**config.mk**
```make
export PLATFORM = sky130hd
export DESIGN_NAME = cartesian_to_polar_converter_flat
export DESIGN_NICKNAME = d
export VERILOG_FILES = /design/src/hw/rtl/c2p_pkg.sv /design/src/hw/rtl/c2p_if.sv /design/src/hw/rtl/cartesian_to_polar_converter.sv /design/src/hw/rtl/c2p_entry.sv /design/src/hw/rtl/c2p_cell.sv /design/src/hw/rtl/c2p_gain.sv /design/src/hw/rtl/c2p_out.sv /design/src/flat_wrapper.sv
export SDC_FILE = /design/constraint.sdc
export NUM_CORES = 2
export LEC_CHECK = 0
export BUFFER_PORTS_ARGS = -buffer_cell sky130_fd_sc_hd__buf_2
export CORE_ASPECT_RATIO = 1.75
export CORE_MARGIN = 5
export CORE_UTILIZATION = 25
export DETAILED_ROUTE_END_ITERATION = 12
export GPL_ROUTABILITY_DRIVEN = 0
export GPL_TIMING_DRIVEN = 0
export PLACE_DENSITY = 0.51
export RECOVER_POWER = 50
export SETUP_SLACK_MARGIN = 0.3
export SYNTH_ARGS = -nofsm -noshare
export SYNTH_HDL_FRONTEND = slang
export SYNTH_SLANG_ARGS = --single-unit
```
**constraint.sdc**
```tcl
create_clock -name clk -period 8.7 [get_ports clk]
set_input_delay 0 -clock clk [delete_from_list [all_inputs] [get_ports clk]]
set_output_delay 0 -clock clk [all_outputs]
set_load 0.1 [all_outputs]
```
**src/hw/rtl/c2p_pkg.sv**
```systemverilog
// Shared types, constants and tables for the Cartesian-to-polar converter.
package c2p_pkg;

  localparam int DATA_WIDTH_DEF  = 16;
  localparam int STAGE_COUNT_DEF = 16;

  // Fraction bits carried by x and y inside the rotation cells.
  localparam int GUARD_BITS = 8;
  // Extra integer bits for sign, the pi pre-rotation and CORDIC growth.
  localparam int GROWTH_BITS = 3;

  localparam int ANGLE_W = 16;
  localparam int PHASE_W = 32;

  // Gain compensation, unsigned Q22.
  localparam int GAIN_Q    = 22;
  localparam int GAIN_W    = 23;
  localparam int GAIN_BASE = 2547003;
  localparam int GAIN_TAIL = 1698002;

  localparam logic [PHASE_W-1:0] PHASE_PI   = 32'h8000_0000;
  localparam logic [PHASE_W-1:0] PHASE_HALF = 32'h0000_8000;

  localparam logic signed [ANGLE_W-1:0] ANGLE_ZERO        = 16'sh0000;
  localparam logic signed [ANGLE_W-1:0] ANGLE_HALF_PI     = 16'sh4000;
  localparam logic signed [ANGLE_W-1:0] ANGLE_NEG_HALF_PI = 16'shC000;
  localparam logic signed [ANGLE_W-1:0] ANGLE_NEG_PI      = 16'sh8000;

  // atan(2^-i) in units of 2^32 per turn.
  localparam logic [PHASE_W-1:0] ATAN_UNITS [32] = '{
    32'h20000000, 32'h12E4051E, 32'h09FB385B, 32'h051111D4,
    32'h028B0D43, 32'h0145D7E1, 32'h00A2F61E, 32'h00517C55,
    32'h0028BE53, 32'h00145F2F, 32'h000A2F98, 32'h000517CC,
    32'h00028BE6, 32'h000145F3, 32'h0000A2FA, 32'h0000517D,
    32'h000028BE, 32'h0000145F, 32'h00000A30, 32'h00000518,
    32'h0000028C, 32'h00000146, 32'h000000A3, 32'h00000051,
    32'h00000029, 32'h00000014, 32'h0000000A, 32'h00000005,
    32'h00000003, 32'h00000001, 32'h00000001, 32'h00000000
  };

  // Axis handling, decided at the input and applied at the output.
  typedef enum logic [2:0] {
    SEL_NORMAL,
    SEL_POS_HALF,
    SEL_NEG_HALF,
    SEL_ZERO,
    SEL_NEG_PI
  } ang_sel_t;

  typedef struct packed {
    logic [PHASE_W-1:0] z;
    ang_sel_t           sel;
  } ang_t;

  function automatic logic [GAIN_W-1:0] c2p_gain_value(input int stage_count);
    int                sh;
    logic [GAIN_W-1:0] g;
    sh = 2 * stage_count;
    g  = GAIN_W'(GAIN_BASE);
    if (sh < 21) begin
      g = g + GAIN_W'(GAIN_TAIL >> sh);
    end
    return g;
  endfunction

endpackage

```
**src/hw/rtl/c2p_if.sv**
```systemverilog
// Valid/ready channel interfaces for the converter's input and result streams.
interface c2p_in_if #(
  parameter int DATA_WIDTH = c2p_pkg::DATA_WIDTH_DEF
);
  logic                         valid;
  logic                         ready;
  logic signed [DATA_WIDTH-1:0] x_coord;
  logic signed [DATA_WIDTH-1:0] y_coord;

  modport source (output valid, output x_coord, output y_coord, input ready);
  modport sink   (input valid, input x_coord, input y_coord, output ready);
endinterface

interface c2p_out_if #(
  parameter int DATA_WIDTH = c2p_pkg::DATA_WIDTH_DEF
);
  logic                                valid;
  logic                                ready;
  logic        [DATA_WIDTH-1:0]        magnitude;
  logic signed [c2p_pkg::ANGLE_W-1:0]  angle;

  modport source (output valid, output magnitude, output angle, input ready);
  modport sink   (input valid, input magnitude, input angle, output ready);
endinterface

```
**src/hw/rtl/cartesian_to_polar_converter.sv**
```systemverilog
// Top level: CORDIC vectoring converter from x,y to magnitude and binary angle.
// Pipeline: STAGE_COUNT + 3 register stages (entry, cells, gain, output); a result is
// taken at the next edge at the earliest. Every stage holds its own valid bit.
// Throughput: one transaction per clock while the output is not stalled.
// Stalls collapse bubbles: a stage fills whenever it is empty or its successor moves.
// Reset: synchronous rst_n clears only the stage valid bits; no clearing pass.
module cartesian_to_polar_converter #(
  parameter int DATA_WIDTH  = c2p_pkg::DATA_WIDTH_DEF,
  parameter int STAGE_COUNT = c2p_pkg::STAGE_COUNT_DEF
) (
  input  logic      clk,
  input  logic      rst_n,
  c2p_in_if.sink    in_chan,
  c2p_out_if.source out_chan
);
  import c2p_pkg::*;

  // Internal coordinate width: data, guard fraction bits and growth headroom.
  localparam int XW   = DATA_WIDTH + GUARD_BITS + GROWTH_BITS;
  localparam int HALF = XW / 2;
  localparam int LW   = HALF + GAIN_W;
  localparam int HPW  = (XW - 1 - HALF) + GAIN_W;

  // Chain of stage boundaries: index 0 is the entry stage output,
  // index k+1 the output of rotation cell k.
  logic                 vld_s [STAGE_COUNT+1];
  logic                 rdy_s [STAGE_COUNT+1];
  logic signed [XW-1:0] x_s   [STAGE_COUNT+1];
  logic signed [XW-1:0] y_s   [STAGE_COUNT+1];
  ang_t                 ang_s [STAGE_COUNT+1];

  logic                 g_vld, g_rdy;
  logic [LW-1:0]        g_lo;
  logic [HPW-1:0]       g_hi;
  ang_t                 g_ang;

  // Entry: scale by the guard bits, rotate left half-plane by pi,
  // and classify the axis cases that override the computed angle.
  c2p_entry #(
    .DATA_WIDTH(DATA_WIDTH),
    .XW        (XW)
  ) u_entry (
    .clk     (clk),
    .rst_n   (rst_n),
    .up_valid(in_chan.valid),
    .up_ready(in_chan.ready),
    .x_coord (in_chan.x_coord),
    .y_coord (in_chan.y_coord),
    .dn_valid(vld_s[0]),
    .dn_ready(rdy_s[0]),
    .x_out   (x_s[0]),
    .y_out   (y_s[0]),
    .ang_out (ang_s[0])
  );

  // Rotation cells: cell k drives y toward zero with shift k and atan(2^-k).
  for (genvar k = 0; k < STAGE_COUNT; k++) begin : g_cell
    c2p_cell #(
      .XW (XW),
      .IDX(k)
    ) u_cell (
      .clk     (clk),
      .rst_n   (rst_n),
      .up_valid(vld_s[k]),
      .up_ready(rdy_s[k]),
      .x_in    (x_s[k]),
      .y_in    (y_s[k]),
      .ang_in  (ang_s[k]),
      .dn_valid(vld_s[k+1]),
      .dn_ready(rdy_s[k+1]),
      .x_out   (x_s[k+1]),
      .y_out   (y_s[k+1]),
      .ang_out (ang_s[k+1])
    );
  end

  // Gain compensation: two partial products of the final x, registered.
  // y of the last cell is the residual and is not used further.
  c2p_gain #(
    .XW         (XW),
    .STAGE_COUNT(STAGE_COUNT)
  ) u_gain (
    .clk     (clk),
    .rst_n   (rst_n),
    .up_valid(vld_s[STAGE_COUNT]),
    .up_ready(rdy_s[STAGE_COUNT]),
    .x_in    (x_s[STAGE_COUNT]),
    .ang_in  (ang_s[STAGE_COUNT]),
    .dn_valid(g_vld),
    .dn_ready(g_rdy),
    .lo_out  (g_lo),
    .hi_out  (g_hi),
    .ang_out (g_ang)
  );

  // Output register: rounded, saturated magnitude and the final angle.
  c2p_out #(
    .DATA_WIDTH(DATA_WIDTH),
    .XW        (XW)
  ) u_out (
    .clk      (clk),
    .rst_n    (rst_n),
    .up_valid (g_vld),
    .up_ready (g_rdy),
    .lo_in    (g_lo),
    .hi_in    (g_hi),
    .ang_in   (g_ang),
    .dn_valid (out_chan.valid),
    .dn_ready (out_chan.ready),
    .magnitude(out_chan.magnitude),
    .angle    (out_chan.angle)
  );

endmodule

```
**src/hw/rtl/c2p_entry.sv**
```systemverilog
// Input stage: scaling, pi pre-rotation for negative x and axis classification.
module c2p_entry #(
  parameter int DATA_WIDTH = 16,
  parameter int XW         = 27
) (
  input  logic                         clk,
  input  logic                         rst_n,
  input  logic                         up_valid,
  output logic                         up_ready,
  input  logic signed [DATA_WIDTH-1:0] x_coord,
  input  logic signed [DATA_WIDTH-1:0] y_coord,
  output logic                         dn_valid,
  input  logic                         dn_ready,
  output logic signed [XW-1:0]         x_out,
  output logic signed [XW-1:0]         y_out,
  output c2p_pkg::ang_t                ang_out
);
  import c2p_pkg::*;

  logic                 v_r, v_nxt;
  logic                 load;
  logic signed [XW-1:0] x_r, x_nxt, y_r, y_nxt;
  logic signed [XW-1:0] xe, ye;
  ang_t                 a_r, a_nxt;
  logic                 x_neg, x_zero, y_zero;

  assign up_ready = !v_r || dn_ready;
  assign load     = up_valid && up_ready;

  assign x_neg  = x_coord[DATA_WIDTH-1];
  assign x_zero = (x_coord == '0);
  assign y_zero = (y_coord == '0);

  assign xe = {{(XW-DATA_WIDTH){x_coord[DATA_WIDTH-1]}}, x_coord} <<< GUARD_BITS;
  assign ye = {{(XW-DATA_WIDTH){y_coord[DATA_WIDTH-1]}}, y_coord} <<< GUARD_BITS;

  always_comb begin
    if (x_neg) begin
      x_nxt   = -xe;
      y_nxt   = -ye;
      a_nxt.z = PHASE_PI;
    end else begin
      x_nxt   = xe;
      y_nxt   = ye;
      a_nxt.z = '0;
    end
    // y on the axis wins over x on the axis
    priority if (y_zero) begin
      a_nxt.sel = (!x_neg && !x_zero) ? SEL_ZERO : SEL_NEG_PI;
    end else if (x_zero) begin
      a_nxt.sel = y_coord[DATA_WIDTH-1] ? SEL_NEG_HALF : SEL_POS_HALF;
    end else begin
      a_nxt.sel = SEL_NORMAL;
    end
    v_nxt = load ? 1'b1 : (dn_ready ? 1'b0 : v_r);
  end

  always_ff @(posedge clk) begin
    if (!rst_n) begin
      v_r <= 1'b0;
    end else begin
      v_r <= v_nxt;
    end
  end

  always_ff @(posedge clk) begin
    if (load) begin
      x_r <= x_nxt;
      y_r <= y_nxt;
      a_r <= a_nxt;
    end
  end

  assign dn_valid = v_r;
  assign x_out    = x_r;
  assign y_out    = y_r;
  assign ang_out  = a_r;

endmodule

```
**src/hw/rtl/c2p_cell.sv**
```systemverilog
// One CORDIC vectoring iteration with its own stage register and handshake.
module c2p_cell #(
  parameter int XW  = 27,
  parameter int IDX = 0
) (
  input  logic                 clk,
  input  logic                 rst_n,
  input  logic                 up_valid,
  output logic                 up_ready,
  input  logic signed [XW-1:0] x_in,
  input  logic signed [XW-1:0] y_in,
  input  c2p_pkg::ang_t        ang_in,
  output logic                 dn_valid,
  input  logic                 dn_ready,
  output logic signed [XW-1:0] x_out,
  output logic signed [XW-1:0] y_out,
  output c2p_pkg::ang_t        ang_out
);
  import c2p_pkg::*;

  localparam logic [PHASE_W-1:0] ANG_STEP = ATAN_UNITS[IDX];

  logic                 v_r, v_nxt;
  logic                 load;
  logic signed [XW-1:0] x_r, x_nxt, y_r, y_nxt;
  logic signed [XW-1:0] dx, dy;
  ang_t                 a_r, a_nxt;

  assign up_ready = !v_r || dn_ready;
  assign load     = up_valid && up_ready;

  // arithmetic shifts: floor toward minus infinity
  assign dx = y_in >>> IDX;
  assign dy = x_in >>> IDX;

  always_comb begin
    a_nxt.sel = ang_in.sel;
    if (y_in[XW-1]) begin
      x_nxt   = x_in - dx;
      y_nxt   = y_in + dy;
      a_nxt.z = ang_in.z - ANG_STEP;
    end else begin
      x_nxt   = x_in + dx;
      y_nxt   = y_in - dy;
      a_nxt.z = ang_in.z + ANG_STEP;
    end
    v_nxt = load ? 1'b1 : (dn_ready ? 1'b0 : v_r);
  end

  always_ff @(posedge clk) begin
    if (!rst_n) begin
      v_r <= 1'b0;
    end else begin
      v_r <= v_nxt;
    end
  end

  always_ff @(posedge clk) begin
    if (load) begin
      x_r <= x_nxt;
      y_r <= y_nxt;
      a_r <= a_nxt;
    end
  end

  assign dn_valid = v_r;
  assign x_out    = x_r;
  assign y_out    = y_r;
  assign ang_out  = a_r;

endmodule

```
**src/hw/rtl/c2p_gain.sv**
```systemverilog
// Gain compensation multiply, split into two half-width partial products.
module c2p_gain #(
  parameter int XW          = 27,
  parameter int STAGE_COUNT = 16
) (
  input  logic                                    clk,
  input  logic                                    rst_n,
  input  logic                                    up_valid,
  output logic                                    up_ready,
  input  logic signed [XW-1:0]                    x_in,
  input  c2p_pkg::ang_t                           ang_in,
  output logic                                    dn_valid,
  input  logic                                    dn_ready,
  output logic [(XW/2)+c2p_pkg::GAIN_W-1:0]       lo_out,
  output logic [(XW-1-XW/2)+c2p_pkg::GAIN_W-1:0]  hi_out,
  output c2p_pkg::ang_t                           ang_out
);
  import c2p_pkg::*;

  localparam int UW   = XW - 1;
  localparam int HALF = XW / 2;
  localparam int HW   = UW - HALF;
  localparam int LW   = HALF + GAIN_W;
  localparam int HPW  = HW + GAIN_W;
  localparam logic [GAIN_W-1:0] GAIN = c2p_gain_value(STAGE_COUNT);

  logic          v_r, v_nxt;
  logic          load;
  logic [UW-1:0] xu;
  logic [LW-1:0] lo_r, lo_nxt;
  logic [HPW-1:0] hi_r, hi_nxt;
  ang_t          a_r;

  assign up_ready = !v_r || dn_ready;
  assign load     = up_valid && up_ready;

  // negative length is clamped to zero
  assign xu = x_in[XW-1] ? '0 : x_in[UW-1:0];

  always_comb begin
    lo_nxt = LW'(xu[HALF-1:0]) * LW'(GAIN);
    hi_nxt = HPW'(xu[UW-1:HALF]) * HPW'(GAIN);
    v_nxt  = load ? 1'b1 : (dn_ready ? 1'b0 : v_r);
  end

  always_ff @(posedge clk) begin
    if (!rst_n) begin
      v_r <= 1'b0;
    end else begin
      v_r <= v_nxt;
    end
  end

  always_ff @(posedge clk) begin
    if (load) begin
      lo_r <= lo_nxt;
      hi_r <= hi_nxt;
      a_r  <= ang_in;
    end
  end

  assign dn_valid = v_r;
  assign lo_out   = lo_r;
  assign hi_out   = hi_r;
  assign ang_out  = a_r;

endmodule

```
**src/hw/rtl/c2p_out.sv**
```systemverilog
// Output stage: partial product sum, rounding, saturation and angle select.
module c2p_out #(
  parameter int DATA_WIDTH = 16,
  parameter int XW         = 27
) (
  input  logic                                    clk,
  input  logic                                    rst_n,
  input  logic                                    up_valid,
  output logic                                    up_ready,
  input  logic [(XW/2)+c2p_pkg::GAIN_W-1:0]       lo_in,
  input  logic [(XW-1-XW/2)+c2p_pkg::GAIN_W-1:0]  hi_in,
  input  c2p_pkg::ang_t                           ang_in,
  output logic                                    dn_valid,
  input  logic                                    dn_ready,
  output logic [DATA_WIDTH-1:0]                   magnitude,
  output logic signed [c2p_pkg::ANGLE_W-1:0]      angle
);
  import c2p_pkg::*;

  localparam int HALF = XW / 2;
  localparam int PW   = XW - 1 + GAIN_W;
  localparam int SH   = GUARD_BITS + GAIN_Q;
  localparam int QW   = PW - SH;
  localparam logic [PW-1:0] RND = PW'(1) << (SH - 1);

  logic                        v_r, v_nxt;
  logic                        load;
  logic [PW-1:0]               prod;
  logic [QW-1:0]               q;
  logic [DATA_WIDTH-1:0]       mag_r, mag_nxt;
  logic [PHASE_W-1:0]          zr;
  logic signed [ANGLE_W-1:0]   ang_r, ang_nxt;

  assign up_ready = !v_r || dn_ready;
  assign load     = up_valid && up_ready;

  assign prod = (PW'(hi_in) << HALF) + PW'(lo_in) + RND;
  assign q    = prod[PW-1:SH];
  assign zr   = ang_in.z + PHASE_HALF;

  always_comb begin
    mag_nxt = (|q[QW-1:DATA_WIDTH]) ? '1 : q[DATA_WIDTH-1:0];
    unique case (ang_in.sel)
      SEL_NORMAL:   ang_nxt = zr[PHASE_W-1:PHASE_W-ANGLE_W];
      SEL_POS_HALF: ang_nxt = ANGLE_HALF_PI;
      SEL_NEG_HALF: ang_nxt = ANGLE_NEG_HALF_PI;
      SEL_ZERO:     ang_nxt = ANGLE_ZERO;
      SEL_NEG_PI:   ang_nxt = ANGLE_NEG_PI;
      default:      ang_nxt = zr[PHASE_W-1:PHASE_W-ANGLE_W];
    endcase
    v_nxt = load ? 1'b1 : (dn_ready ? 1'b0 : v_r);
  end

  always_ff @(posedge clk) begin
    if (!rst_n) begin
      v_r <= 1'b0;
    end else begin
      v_r <= v_nxt;
    end
  end

  always_ff @(posedge clk) begin
    if (load) begin
      mag_r <= mag_nxt;
      ang_r <= ang_nxt;
    end
  end

  assign dn_valid  = v_r;
  assign magnitude = mag_r;
  assign angle     = ang_r;

endmodule

```
**src/flat_wrapper.sv**
```systemverilog
// flat-port wrapper written by rule: the top's interface ports become plain ports
module cartesian_to_polar_converter_flat import c2p_pkg::*;
#(
  parameter int DATA_WIDTH  = c2p_pkg::DATA_WIDTH_DEF,
  parameter int STAGE_COUNT = c2p_pkg::STAGE_COUNT_DEF
)
  (clk, rst_n, in_chan_valid, in_chan_x_coord, in_chan_y_coord, in_chan_ready, out_chan_valid, out_chan_magnitude, out_chan_angle, out_chan_ready);
  c2p_in_if #(.DATA_WIDTH(DATA_WIDTH)) in_chan_i ();
  c2p_out_if #(.DATA_WIDTH(DATA_WIDTH)) out_chan_i ();
  input  logic clk;
  input  logic rst_n;
  input wire logic [$bits(in_chan_i.valid)-1:0] in_chan_valid;
  input wire logic [$bits(in_chan_i.x_coord)-1:0] in_chan_x_coord;
  input wire logic [$bits(in_chan_i.y_coord)-1:0] in_chan_y_coord;
  output wire logic [$bits(in_chan_i.ready)-1:0] in_chan_ready;
  output wire logic [$bits(out_chan_i.valid)-1:0] out_chan_valid;
  output wire logic [$bits(out_chan_i.magnitude)-1:0] out_chan_magnitude;
  output wire logic [$bits(out_chan_i.angle)-1:0] out_chan_angle;
  input wire logic [$bits(out_chan_i.ready)-1:0] out_chan_ready;
  assign in_chan_i.valid = in_chan_valid;
  assign in_chan_i.x_coord = in_chan_x_coord;
  assign in_chan_i.y_coord = in_chan_y_coord;
  assign in_chan_ready = in_chan_i.ready;
  assign out_chan_valid = out_chan_i.valid;
  assign out_chan_magnitude = out_chan_i.magnitude;
  assign out_chan_angle = out_chan_i.angle;
  assign out_chan_i.ready = out_chan_ready;
  cartesian_to_polar_converter #(.DATA_WIDTH(DATA_WIDTH), .STAGE_COUNT(STAGE_COUNT)) u_core (.clk(clk), .rst_n(rst_n), .in_chan(in_chan_i), .out_chan(out_chan_i));
endmodule
```
==> impl_metrics.toml <==
[worst_setup_path]
r2r_cells = 22
endpoint_kind = "register"
required_ps = 9290
reg2reg_to = "u_core.u_gain.lo_out[33]"
startpoint_type = "register"
rrSetupSlack_ps = 1200
worstPathArrival_ps = 8090
crit_fanout = 10
crit_type = "reg -> reg"
r2r_start = "u_core.g_cell[15].u_cell.x_out[26]"

[worst_hold_path]
worstHoldPathCells = 3
min_from = "in_chan_x_coord[13]"
holdPathEnd = "u_core.u_entry.x_out[21]"
hold_path_class = "in -> reg"

[detailed_routing]
drtIter0Drc = 3213
wirelength_um = 336000
wire_per_inst_um = 18.0
drt_pre_antenna_iters = 5
route.detailed.drc = 0
vias_per_cell = 4.75
vias = 88750
ant_nets = 0

[grt]
gr-usage-all-layers = 0.133
grt_pass1_vias = 91060
grt_max_degree = 71
met2_usage = 0.290
grt_pass1_wl_um = 506000
grt_overflow = 0
use_met1 = 0.0994
grt_use_met3 = 0.0135
grt_busiest_layer = "met2"
grt_antenna_before_repair = 4

[synth]
yosysTopAreaCellShare = 0.355
ys_warn_count = 0
synth_top_area_cell = "edfxtp_1"
synthArstFlopShare = 0
syn_area_um2 = 118000
synthFlopType = "edfxtp_1"
synth.most_common_cell = "ha_1"
yosysSeqAreaShare = 0.358
synthTopCellsByCount = "1436 x ha_1, 1398 x edfxtp_1, 1155 x nor2_1"
synth-seq-cells = 1417
netlist_instances = 11980
synth_area_leaders = "edfxtp_1 35%, ha_1 15%, xnor2_1 7.8%"
yosysUniqueCellTypes = 109
synth_edf_count = 1398
avgSynthCellArea_um2 = 9.88

[timing]
max_freq_mhz = 133
post-route-min-period_ps = 7500
maxSlewHeadroom = -1.33
fin_crit_sh = 0.862
setup_viol = 0
hold_viol = 0
whs_ps = 92.0
tightestPinTransition_ps = 3490
grt_setup_unrepaired = "false"
slew_viol_final = 775
worst_clock_skew_ps = 76.1

[placed_design]
placedCellCount = 18304
placed_cell_area_um2 = 127000
dp.final_hpwl_um = 284000
port_buffers = 67

[die]
core_um2 = 472000
start_util = 0.251
num_rows = 334
die_x_um = 530
die_height_um = 920
io_pins = 70
dieArea_um2 = 488000

[cells_and_area]
design_area_um2 = 133000
stdcell_count = 18686
fin_util = 0.282
area_growth_pct = 12.3
layout-drive-gt1-share = 0.0359
nets = 14053

[status]
violations = "capacitance limit, slew limit"
status = "finished with violations"

[cts]
clkSinkCount = 1417
cts_resized = 0
cts_buffers = 165
cts_tree = "done"
cts_buffer_depth = 4
htreeDepth = 4
post-cts-setup-buffers = 0
cts.clk_slew.worst_paths_ps = 60
root_buffer = "clkbuf_16"
clk_latency_ps = 880
cts_hold_buf = 80

[run]
drv_cap = 26

[power_and_ir_drop]
p_leak_nw = 52.7
peakVddDrop_mv = 0.166
p_per_area_nw_per_um2 = 121
total_power_mw = 16.1
[cells in the final DEF, fill, tap and decap left out, types with 33 or more instances in the layout]
master / netlist / final
nand2b_1: 162 / 162
a21oi_1: 1062 / 1062
nor3_1: 326 / 326
inv_1: 819 / 819
a31oi_1: 135 / 135
a21boi_0: 34 / 33
o21bai_1: 135 / 135
and2_1: 69 / 63
nor2b_1: 197 / 194
nand4_1: 64 / 64
o31ai_1: 55 / 55
o41ai_1: 39 / 39
edfxtp_1: 1398 / 1398
and3_1: 140 / 140
a21o_1: 379 / 379
or3_1: 72 / 72
dlygate4sd3_1: 0 / 80
or4_1: 33 / 33
clkbuf_16: 0 / 169
o211ai_1: 52 / 52
clkbuf_1: 128 / 233
or2_2: 53 / 53
nand2_1: 559 / 559
o21ai_0: 511 / 512
nor2_1: 1155 / 1155
nor4_1: 93 / 92
nand3_1: 204 / 204
o21a_1: 191 / 191
ha_1: 1436 / 1436
xnor2_1: 1049 / 1049
a211oi_1: 111 / 111
fa_1: 246 / 246
xor2_1: 525 / 525
a31o_2: 33 / 33
[worst max-delay path: stages, from the launching register on]
cell      delay (ps)
edfxtp_1         610
clkbuf_1         450
nor2b_1          830
ha_1             420
inv_1            130
fa_1             510
inv_1             40
ha_1             280
inv_1             60
fa_1             520
fa_1             550
inv_1             40
ha_1             200
or4_1            500
a41o_1           270
a221oi_4         370
o21ai_2          170
a21oi_2          230
a31oi_1          210
a41oi_2          270
nand2b_1         110
a21oi_1          190
xnor2_1          260
[state kept, by name (all words and copies together) (netlist names), 4 cells and up]
name,cells
u_core.u_out.magnitude,16
u_core.g_cell.u_cell.y_out,364
u_core.u_gain.hi_out,35
u_core.u_entry.x_out,19
u_core.u_entry.ang_out,4
u_core.g_cell.u_cell.dn_valid,16
u_core.g_cell.u_cell.ang_out,473
u_core.u_out.angle,16
u_core.g_cell.u_cell.x_out,410
u_core.u_entry.y_out,19
u_core.u_gain.ang_out,20
u_core.u_gain.lo_out,22
[layout make-up]
| type | count | area (µm²) |
|---|---|---|
| inverter | 821 | 3080 |
| multi-input combinational | 9594 | 72400 |
| antenna | 7 | 17.5 |
| buffer | 149 | 564 |
| clock inverter | 92 | 888 |
| timing repair buffer | 187 | 1500 |
| fill | 49727 | 339000 |
| tap | 6216 | 7780 |
| clock buffer | 203 | 4370 |
| sequential | 1417 | 42400 |
[metal layers]
layer | vias up | share of wire
li1 | 44350 | -
met1 | 41748 | 0.29
met2 | 1608 | 0.59
met3 | 1044 | 0.023
met4 | 0 | 0.094
met5 | - | 0
[how the worst max path moves through the flow]
| stage | slack (ps) | startpoint | to |
|---|---|---|---|
| final | 1200 | u_core.g_cell[15].u_cell.x_out[26] | u_core.u_gain.lo_out[33] |
| after global routing | 790 | u_core.g_cell[15].u_cell.x_out[26] | u_core.u_gain.lo_out[33] |
| after CTS | 970 | u_core.g_cell[15].u_cell.x_out[26] | u_core.u_gain.lo_out[33] |
| after detailed placement | 980 | u_core.g_cell[15].u_cell.x_out[26] | u_core.u_gain.lo_out[33] |
| after global placement | -810 | u_core.u_out.dn_valid | u_core.u_gain.lo_out[14] |
| after floorplan | 1510 | u_core.u_out.dn_valid | u_core.u_gain.ang_out[0] |
[stage by stage]
| step | worst slack, ps | TNS, ps |
|---|---|---|
| floorplan | 1510 | 0 |
| global placement | -808 | -77300 |
| detailed placement | 982 | 0 |
| CTS | 967 | 0 |
| global route | 786 | 0 |
| finish | 1200 | 0 |
[cell families (layout without fill, tap and decap cells)]
group                      after synthesis  in the layout  share of synthesized area
AOI/OAI and AO/OA                     3058           3058                      0.166
xor gates and xnor gates              1574           1574                      0.116
adders and majority gates             1682           1682                      0.193
buffers and inverters                  970           1452                     0.0308
DFF                                   1417           1417                      0.358
muxes                                   62             62                    0.00560
other                                    1              9                  0.0000317
and+or+nand+nor                       3216           3216                      0.130
[power by group]
part	switching, mW	internal, mW
clock	2.93	3.96
sequential	0.0960	7.59
combinational	0.884	0.645
total	3.91	12.2
Power figures use the tool's default switching activity.
